$ cat src/design/block_mean_downscale_3x3_macros.svh
// Assertion macros for the 3x3 block-mean downscaler.
`ifndef BLOCK_MEAN_DOWNSCALE_3X3_MACROS_SVH
`define BLOCK_MEAN_DOWNSCALE_3X3_MACROS_SVH

// Same-cycle implication, sampled on clk, off during reset.
`define BMD_ASSERT_NOW(lbl, ante, cons, msg) \
	lbl: assert property (@(posedge clk) disable iff (!arst_n) (ante) |-> (cons)) \
		else $error(msg);

// Next-cycle implication, sampled on clk, off during reset.
`define BMD_ASSERT_NEXT(lbl, ante, cons, msg) \
	lbl: assert property (@(posedge clk) disable iff (!arst_n) (ante) |=> (cons)) \
		else $error(msg);

`endif

$ cat src/design/bmd_pkg.sv
// Shared types, constants and helpers of the 3x3 block-mean downscaler.
`default_nettype none
package bmd_pkg;

	localparam int CFG_IDX_W  = 1;
	localparam int CFG_DATA_W = 11;
	localparam logic [CFG_IDX_W-1:0] REG_WIDTH  = 1'b0;
	localparam logic [CFG_IDX_W-1:0] REG_HEIGHT = 1'b1;

	localparam logic [CFG_DATA_W-1:0] MIN_DIM    = 11'd3;
	localparam logic [CFG_DATA_W-1:0] MAX_HEIGHT = 11'd1024;
	localparam int ROW_W  = 10;   // row index 0..1023
	localparam int BROW_W = 9;    // block row index 0..341

	// 2^16/3 rounded up; exact floor(v/3) for any 11-bit v
	localparam logic [14:0] RECIP3 = 15'd21846;

	typedef enum logic [1:0] {
		PH_FIRST,
		PH_MID,
		PH_LAST
	} phase_t;

	// per-pixel control that travels from the scanner to the accumulator
	typedef struct packed {
		logic wr;     // pixel closes a group row: update column store
		logic first;  // top row of a block band: overwrite, do not add
		logic emit;   // bottom-right pixel of a full block
		logic last;   // final block of the frame
	} pix_ctl_t;

	typedef struct packed {
		logic valid;
		logic emit;
	} s1_stat_t;

	function automatic phase_t next_phase(input phase_t ph);
		phase_t nx;
		unique case (ph)
			PH_FIRST: nx = PH_MID;
			PH_MID:   nx = PH_LAST;
			default:  nx = PH_FIRST;
		endcase
		return nx;
	endfunction

	function automatic logic [9:0] div3(input logic [CFG_DATA_W-1:0] v);
		logic [25:0] p;
		p = 26'(v) * 26'(RECIP3);
		return p[25:16];
	endfunction

endpackage
`default_nettype wire

$ cat src/design/bmd_scan.sv
// Frame scanner: size registers, raster counters and the in-group row sum.
`default_nettype none
module bmd_scan #(
	parameter int MAX_WIDTH  = 1024,
	parameter int PIXEL_BITS = 5,
	localparam int GROUP_COUNT = MAX_WIDTH / 3,
	localparam int AW = (GROUP_COUNT > 1) ? $clog2(GROUP_COUNT) : 1,
	localparam int RSW = PIXEL_BITS + 2
) (
	input  logic                         clk,
	input  logic                         arst_n,
	input  logic                         cfg_we,
	input  logic [bmd_pkg::CFG_IDX_W-1:0]  cfg_index,
	input  logic [bmd_pkg::CFG_DATA_W-1:0] cfg_data,
	input  logic                         in_accept,
	input  logic [PIXEL_BITS-1:0]        pixel,
	output bmd_pkg::pix_ctl_t            ctl,
	output logic [AW-1:0]                addr,
	output logic [RSW-1:0]               row_total
);
	import bmd_pkg::*;

	localparam int WMAX = (MAX_WIDTH > 2047) ? 2047 : MAX_WIDTH;
	localparam int CW = $clog2(WMAX);
	localparam int GW = $clog2(GROUP_COUNT + 1);
	localparam logic [CFG_DATA_W-1:0] WMAX_V = CFG_DATA_W'(WMAX);

	logic [CFG_DATA_W-1:0] width_q, height_q;
	logic [GW-1:0]         groups_q, grp_q;
	logic [BROW_W-1:0]     brows_q, brow_q;
	logic [CW-1:0]         col_q;
	logic [ROW_W-1:0]      row_q;
	phase_t                colph_q, rowph_q;
	logic [RSW-1:0]        rsum_q;

	logic [CFG_DATA_W-1:0] w_clamp, h_clamp;
	logic                  in_region, col_wrap, row_wrap;

	always_comb begin
		priority if (cfg_data < MIN_DIM) w_clamp = MIN_DIM;
		else if (cfg_data > WMAX_V)      w_clamp = WMAX_V;
		else                             w_clamp = cfg_data;
		priority if (cfg_data < MIN_DIM)  h_clamp = MIN_DIM;
		else if (cfg_data > MAX_HEIGHT)   h_clamp = MAX_HEIGHT;
		else                              h_clamp = cfg_data;
	end

	assign in_region = (grp_q < groups_q) && (brow_q < brows_q);
	assign col_wrap  = CFG_DATA_W'(col_q) == (width_q - 11'd1);
	assign row_wrap  = CFG_DATA_W'(row_q) == (height_q - 11'd1);
	assign row_total = rsum_q + RSW'(pixel);
	assign addr      = grp_q[AW-1:0];

	always_comb begin
		ctl.wr    = in_region && (colph_q == PH_LAST);
		ctl.first = rowph_q == PH_FIRST;
		ctl.emit  = ctl.wr && (rowph_q == PH_LAST);
		ctl.last  = (grp_q == GW'(groups_q - 1'b1)) && (brow_q == BROW_W'(brows_q - 1'b1));
	end

	always_ff @(posedge clk or negedge arst_n) begin
		if (!arst_n) begin
			width_q  <= MIN_DIM;
			height_q <= MIN_DIM;
			groups_q <= GW'(1);
			brows_q  <= BROW_W'(1);
			col_q    <= '0;
			colph_q  <= PH_FIRST;
			grp_q    <= '0;
			row_q    <= '0;
			rowph_q  <= PH_FIRST;
			brow_q   <= '0;
			rsum_q   <= '0;
		end else if (cfg_we) begin
			unique case (cfg_index)
				REG_WIDTH: begin
					width_q  <= w_clamp;
					groups_q <= GW'(div3(w_clamp));
				end
				REG_HEIGHT: begin
					height_q <= h_clamp;
					brows_q  <= BROW_W'(div3(h_clamp));
				end
				default: ;
			endcase
			// any register write restarts the frame
			col_q   <= '0;
			colph_q <= PH_FIRST;
			grp_q   <= '0;
			row_q   <= '0;
			rowph_q <= PH_FIRST;
			brow_q  <= '0;
			rsum_q  <= '0;
		end else if (in_accept) begin
			if (in_region) begin
				rsum_q <= (colph_q == PH_LAST) ? '0 : row_total;
			end
			if (col_wrap) begin
				col_q   <= '0;
				colph_q <= PH_FIRST;
				grp_q   <= '0;
				if (row_wrap) begin
					row_q   <= '0;
					rowph_q <= PH_FIRST;
					brow_q  <= '0;
				end else begin
					row_q   <= row_q + 1'b1;
					rowph_q <= next_phase(rowph_q);
					if (rowph_q == PH_LAST) begin
						brow_q <= brow_q + 1'b1;
					end
				end
			end else begin
				col_q   <= col_q + 1'b1;
				colph_q <= next_phase(colph_q);
				if (colph_q == PH_LAST) begin
					grp_q <= grp_q + 1'b1;
				end
			end
		end
	end

endmodule
`default_nettype wire

$ cat src/design/bmd_accum.sv
// Column-group store, block sum, divide by nine and result register.
`default_nettype none
module bmd_accum #(
	parameter int MAX_WIDTH  = 1024,
	parameter int PIXEL_BITS = 5,
	localparam int GROUP_COUNT = MAX_WIDTH / 3,
	localparam int AW = (GROUP_COUNT > 1) ? $clog2(GROUP_COUNT) : 1,
	localparam int RSW = PIXEL_BITS + 2
) (
	input  logic                   clk,
	input  logic                   arst_n,
	input  logic                   in_accept,
	input  bmd_pkg::pix_ctl_t      ctl,
	input  logic [AW-1:0]          addr,
	input  logic [RSW-1:0]         row_total,
	input  logic                   out_stall,
	output logic                   in_stall,
	output bmd_pkg::s1_stat_t      s1_stat,
	output logic                   out_valid,
	output logic [PIXEL_BITS-1:0]  block_mean,
	output logic                   frame_last
);
	import bmd_pkg::*;

	localparam int SUM_W = PIXEL_BITS + 4;   // nine pixels
	localparam int N     = SUM_W + 1;        // sum + 4
	localparam int K     = N + 4;
	localparam int MW    = K - 2;
	localparam int M     = (2 ** K + 8) / 9; // ceil(2^K / 9)
	localparam int PW    = N + MW;

	logic [SUM_W-1:0] mem [GROUP_COUNT];

	logic             valid_s1;
	pix_ctl_t         ctl_s1;
	logic [AW-1:0]    addr_s1;
	logic [RSW-1:0]   rtot_s1;
	logic [SUM_W-1:0] rd_s1;

	logic                  out_valid_q, last_q;
	logic [PIXEL_BITS-1:0] mean_q;

	logic             out_free, s1_adv;
	logic [SUM_W-1:0] sum_s1;
	logic [N-1:0]     biased;
	logic [PW-1:0]    prod;

	assign out_free = !out_valid_q || !out_stall;
	assign s1_adv   = valid_s1 && out_free;
	assign in_stall = valid_s1 && !out_free;

	// top row of a band overwrites, so the store never needs clearing
	assign sum_s1 = ctl_s1.first ? SUM_W'(rtot_s1) : rd_s1 + SUM_W'(rtot_s1);
	assign biased = N'(sum_s1) + N'(4);
	assign prod   = PW'(biased) * PW'(MW'(M));

	always_ff @(posedge clk) begin
		if (in_accept) begin
			rd_s1 <= mem[addr];
		end
		if (s1_adv && ctl_s1.wr && !ctl_s1.emit) begin
			mem[addr_s1] <= sum_s1;
		end
	end

	always_ff @(posedge clk) begin
		if (in_accept) begin
			ctl_s1  <= ctl;
			addr_s1 <= addr;
			rtot_s1 <= row_total;
		end
		if (s1_adv && ctl_s1.emit) begin
			mean_q <= prod[K +: PIXEL_BITS];
			last_q <= ctl_s1.last;
		end
	end

	always_ff @(posedge clk or negedge arst_n) begin
		if (!arst_n) begin
			valid_s1    <= 1'b0;
			out_valid_q <= 1'b0;
		end else begin
			valid_s1 <= in_accept || (valid_s1 && !out_free);
			if (out_free) begin
				out_valid_q <= valid_s1 && ctl_s1.emit;
			end
		end
	end

	assign s1_stat.valid = valid_s1;
	assign s1_stat.emit  = ctl_s1.emit;
	assign out_valid     = out_valid_q;
	assign block_mean    = mean_q;
	assign frame_last    = last_q;

endmodule
`default_nettype wire

$ cat src/design/block_mean_downscale_3x3.sv
// A block mean passes from its closing pixel transaction through the stage 1 register, then the
// result register, where it is held for the sink.
// Throughput: one pixel transaction per cycle; input stalls only while a result waits in a stalled
// result register and stage 1 is also full. Output frame is floor(height/3) by floor(width/3).
// Reset (arst_n low, async): width = height = 3, frame position and pipeline cleared.
// The column store is never cleared: the top row of each block band overwrites its entry.
`default_nettype none
module block_mean_downscale_3x3 #(
	parameter int MAX_WIDTH  = 1024,
	parameter int PIXEL_BITS = 5
) (
	input  logic                           clk,
	input  logic                           arst_n,
	input  logic                           cfg_valid,
	output logic                           cfg_ready,
	input  logic [bmd_pkg::CFG_IDX_W-1:0]  cfg_index,
	input  logic [bmd_pkg::CFG_DATA_W-1:0] cfg_data,
	input  logic                           in_valid,
	output logic                           in_stall,
	input  logic [PIXEL_BITS-1:0]          pixel,
	output logic                           out_valid,
	input  logic                           out_stall,
	output logic [PIXEL_BITS-1:0]          block_mean,
	output logic                           frame_last
);
	import bmd_pkg::*;

	localparam int GROUP_COUNT = MAX_WIDTH / 3;
	localparam int AW = (GROUP_COUNT > 1) ? $clog2(GROUP_COUNT) : 1;
	localparam int RSW = PIXEL_BITS + 2;

	logic           in_accept, cfg_we;
	pix_ctl_t       ctl;
	logic [AW-1:0]  addr;
	logic [RSW-1:0] row_total;
	s1_stat_t       s1_stat;

	// size registers take a write in any cycle
	assign cfg_ready = 1'b1;
	assign cfg_we    = cfg_valid && cfg_ready;
	assign in_accept = in_valid && !in_stall;

	// raster position, group and band counters, running row sum
	bmd_scan #(
		.MAX_WIDTH  (MAX_WIDTH),
		.PIXEL_BITS (PIXEL_BITS)
	) u_scan (
		.clk       (clk),
		.arst_n    (arst_n),
		.cfg_we    (cfg_we),
		.cfg_index (cfg_index),
		.cfg_data  (cfg_data),
		.in_accept (in_accept),
		.pixel     (pixel),
		.ctl       (ctl),
		.addr      (addr),
		.row_total (row_total)
	);

	// stage 1: column store read-modify-write and divide by nine;
	// then the result register, which lets input flow while a result waits
	bmd_accum #(
		.MAX_WIDTH  (MAX_WIDTH),
		.PIXEL_BITS (PIXEL_BITS)
	) u_accum (
		.clk        (clk),
		.arst_n     (arst_n),
		.in_accept  (in_accept),
		.ctl        (ctl),
		.addr       (addr),
		.row_total  (row_total),
		.out_stall  (out_stall),
		.in_stall   (in_stall),
		.s1_stat    (s1_stat),
		.out_valid  (out_valid),
		.block_mean (block_mean),
		.frame_last (frame_last)
	);

`include "block_mean_downscale_3x3_macros.svh"

	`BMD_ASSERT_NOW(a_stall_needs_full, in_stall, out_valid && s1_stat.valid, "input stalled while result path has room")
	`BMD_ASSERT_NEXT(a_emit_reaches_s1, in_accept && ctl.emit, s1_stat.valid && s1_stat.emit, "block-closing pixel lost before stage 1")
	`BMD_ASSERT_NOW(a_result_from_s1, $rose(out_valid), $past(s1_stat.valid && s1_stat.emit), "result appeared without an emitting stage-1 item")

endmodule
`default_nettype wire
$ cat config.mk
export PLATFORM = sky130hd
export DESIGN_NAME = block_mean_downscale_3x3
export DESIGN_NICKNAME = d
export VERILOG_FILES = /design/src/design/bmd_pkg.sv /design/src/design/bmd_scan.sv /design/src/design/bmd_accum.sv /design/src/design/block_mean_downscale_3x3.sv
export VERILOG_INCLUDE_DIRS = /design/src /design/src/design
export SDC_FILE = /design/constraint.sdc
export NUM_CORES = 2
export LEC_CHECK = 0
export BUFFER_PORTS_ARGS = -buffer_cell sky130_fd_sc_hd__buf_4
export CAP_MARGIN = 25
export CORE_UTILIZATION = 40
export DETAILED_ROUTE_END_ITERATION = 8
export GPL_TIMING_DRIVEN = 0
export PLACE_DENSITY_LB_ADDON = 0.1
export SLEW_MARGIN = 20
export SYNTH_ARGS = -nofsm -noshare
export SYNTH_HDL_FRONTEND = slang
export SYNTH_HIERARCHICAL = 1
export SYNTH_SLANG_ARGS = --single-unit
export TNS_END_PERCENT = 100
$ cat constraint.sdc
create_clock -name clk -period 20.4 [get_ports clk]
set_clock_uncertainty 0.2 [all_clocks]
set_input_delay 3.06 -clock clk [delete_from_list [all_inputs] [get_ports clk]]
set_output_delay 3.06 -clock clk [all_outputs]
set_load 0.1 [all_outputs]
==> results.txt <==
Unrepaired setup endpoints after global routing: false
Final nets: 7164
Gr ovfl total: 0
Number of buffers inserted during clock tree synthesis: 348
CTS clk-pin slew, worst paths: 60 ps
Die extent in y: 573.1 um
Status: complete, but fails checks
Cells along the critical path: clkbuf_1 -> clkbuf_1 -> a21oi_1 -> inv_8 -> ha_1 -> nand3_1 -> nor4_1 -> xor2_1 -> ha_1 -> fa_1 -> inv_1 -> fa_1 -> fa_1 -> fa_1 -> inv_1 -> ha_1 -> a21o_1 -> a2111oi_0 -> o21ai_0 -> a21oi_1 -> o21ai_0 -> or2_2 -> a21oi_1 -> xnor2_1
Sum of negative setup slack: 0 ps
Total power divided by cell area: 108.4 nW/um^2
Setup-failing EPs final: 0
Normalized max-slew margin: 15.11%
Largest net degree at the start of global routing: 135
Final total power: 16.25 mW
Violated checks: design-rule violations
Synth-to-layout area growth: 14.96%
Cell with the most instances on the worst path: sky130_fd_sc_hd__fa_1
Buffers added on ports: 27
Full die area: 328400 um^2
Half-perimeter wire length after placement: 278700 um
Worst-path fanout max: 88
Post-Syn Area: 130500 um^2
First-pass GRT wire length: 554600 um
Hold buffers post-CTS: 0
Number of buffers on the longest clock path: 4
Starting Density: 40.23%
Number of violations of the max-capacitance limit: 0
First-pass iteration count of the detailed router: 7
Number of vias after detailed routing: 67.32k
Data arrival time of the critical path: 9210 ps
Share of cells above drive strength 1: 25.93%
Initial antenna violation count: 34
Count of final max-slew check failures: 0
Post-CTS Repair Setup Buffers: 0
Critical Path Slowest Stage Cell: sky130_fd_sc_hd__clkbuf_1
H-tree depth reported by CTS: 5
Worst Setup End Kind: flop
Worst-case reg-to-reg path depth: 24
Boundary Pins: 31
Mean cell area of the mapped netlist: 20.39 um^2
Final Hold Fails: 0
Launch instance of the worst register-to-register path: u_accum/ctl_s1[2]
Count of nets left with antenna violations after detail routing: 0
Final routed wirelength across all metal layers: 402900 um
Peak supply drop: 0.0001252 V
Reg-to-reg setup timing slack: 11660 ps
Post-CTS Resized: 0
Overall Global Routing Usage: 24.41%
Final weighted congestion in routability-driven placement: 0.9750
Width of the chip: 573.1 um
Placed Cells incl. Taps: 10.86k
Remaining design rule violation count: 30
Synth Net Count: 6648
Number of global-route vias before repair: 68.01k
Path type of the worst min-delay path: flop to flop
TritonCTS clock tree: yes
Kind of start point of the critical path: flop
Detail-routed net length per standard cell: 34.94 um
Achievable clock frequency: 114.4 MHz
Number of instances in the synthesized netlist: 6398
Clock network latency to the later pin of the worst-skew pair: 950 ps
Number of placement rows: 209
Hold Crit Endpoint: u_accum/frame_last
Endpoint required time on the critical path: 20870 ps
Number of instances on the worst hold path: 0
Reg-to-reg endpoint: u_accum/block_mean[3]
Maximum single-stage delay on the critical path: 570 ps
Min-Delay Startpoint: u_accum/ctl_s1[0]
Core region area: 324300 um^2
Clock Sink Count: 3195
Master cell of the clock root buffer: sky130_fd_sc_hd__clkbuf_16
Initial DRC count: 7987
Startpoint-to-endpoint class of the critical path: flop to flop
Via-to-Cell Ratio: 5.839
Share of the clock period used by the worst path after layout: 42.84%
Transition time at the pin with the least slew margin: 1273 ps
Min Clock Period, post-route: 8739 ps
Number of warnings printed during yosys synthesis: 6
Non-Filler Instances: 11.53k
Leakage power total: 47.56 nW
[where the power goes]
| part | internal (mW) | switching (mW) | leakage, nW |
|---|---|---|---|
| clock | 3.57 | 2.65 | 5.44 |
| sequential | 7.77 | 0.0444 | 29.3 |
| combinational | 0.746 | 1.48 | 12.8 |
| total | 12.1 | 4.17 | 47.6 |
[critical path: cells and delay by family, from the launching register on]
family,cells,cell delay [ps]
adders and majority gates,7,2940
AOI/OAI and AO/OA,7,1920
buffers and inverters,5,1450
and+or+nand+nor,3,950
xor gates and xnor gates,2,610
DFF,1,390
[layout make-up]
class / count / area [um^2]
Sequential cell: 3195 / 95490
Clock buffer: 418 / 9077
Timing Repair Buffer: 166 / 2640
Tap cell: 4325 / 5411
Clock inverter: 214 / 2053
Multi-Input combinational cell: 2684 / 32380
Antenna cell: 10 / 25.02
Inverter: 178 / 698.2
Buffer: 341 / 2198
Fill cell: 27340 / 174300
[per-layer routing]
layer  part of all wire (%)  GRT usage [%]  wire [um]
met1                     42          34.14     169000
met2                     46          38.22     187100
met3                    7.8          4.874      31390
met4                    3.8          8.523      15410
met5                  0.017              0         69
[flip-flops by register name, indices dropped and copies added (netlist names), 3 cells and up]
name                count
u_accum/mem          3069
u_scan/height_q        11
u_scan/width_q         11
u_scan/col_q           10
u_scan/row_q           10
u_accum/addr_s1         9
u_accum/rd_s1           9
u_scan/addr             9
u_scan/brow_q           9
u_scan/brows_q          9
u_scan/groups_q         9
u_accum/rtot_s1         7
u_scan/rsum_q           7
u_accum/block_mean      5
u_accum/ctl_s1          3
[worst max path at each step]
stage	start	end	slack, ps	cells past startpoint
2_1_floorplan	u_accum/rtot_s1[0]	u_accum/block_mean[3]	3630	24
3_3_place_gp	u_accum/rtot_s1[0]	u_accum/block_mean[3]	-10570	24
3_5_place_dp	cfg_data[10]	u_scan/brows_q[8]	11130	22
4_1_cts	u_accum/ctl_s1[2]	u_accum/block_mean[3]	11390	24
5_1_grt	u_accum/ctl_s1[2]	u_accum/block_mean[3]	10950	24
6_report	u_accum/ctl_s1[2]	u_accum/block_mean[3]	11660	24
[cells in the final DEF (no fill, tap or decap), types with 66 or more instances in the layout]
cell type / instances
sky130_fd_sc_hd__edfxtp_1: 3104
sky130_fd_sc_hd__mux4_2: 850
sky130_fd_sc_hd__nor2_1: 366
sky130_fd_sc_hd__clkbuf_16: 353
sky130_fd_sc_hd__mux2i_1: 182
sky130_fd_sc_hd__inv_1: 173
sky130_fd_sc_hd__nand2_1: 165
sky130_fd_sc_hd__ha_1: 165
sky130_fd_sc_hd__clkbuf_1: 148
sky130_fd_sc_hd__buf_2: 116
sky130_fd_sc_hd__buf_4: 105
sky130_fd_sc_hd__o21ai_0: 92
sky130_fd_sc_hd__dfrtp_1: 85
sky130_fd_sc_hd__a21oi_1: 84
sky130_fd_sc_hd__clkinv_1: 78
sky130_fd_sc_hd__nand3_1: 76
sky130_fd_sc_hd__clkinv_2: 67
sky130_fd_sc_hd__xnor2_1: 66
[metrics by stage]
stage | instance area, um^2 | utilization (%) | setup slack (ps) | hold slack (ps)
6_report | 150000 | 46.25 | 11660 | 220.6
4_1_cts | 149700 | 46.17 | 11390 | 222.3
2_1_floorplan | 130500 | - | 3627 | 200.3
3_5_place_dp | 138600 | 42.74 | 11130 | 208.1
3_3_place_gp | 136100 | 41.96 | -10570 | 212.3
5_1_grt | 150000 | 46.25 | 10950 | 236.0
No activity file was read; power rests on OpenSTA's default activity.
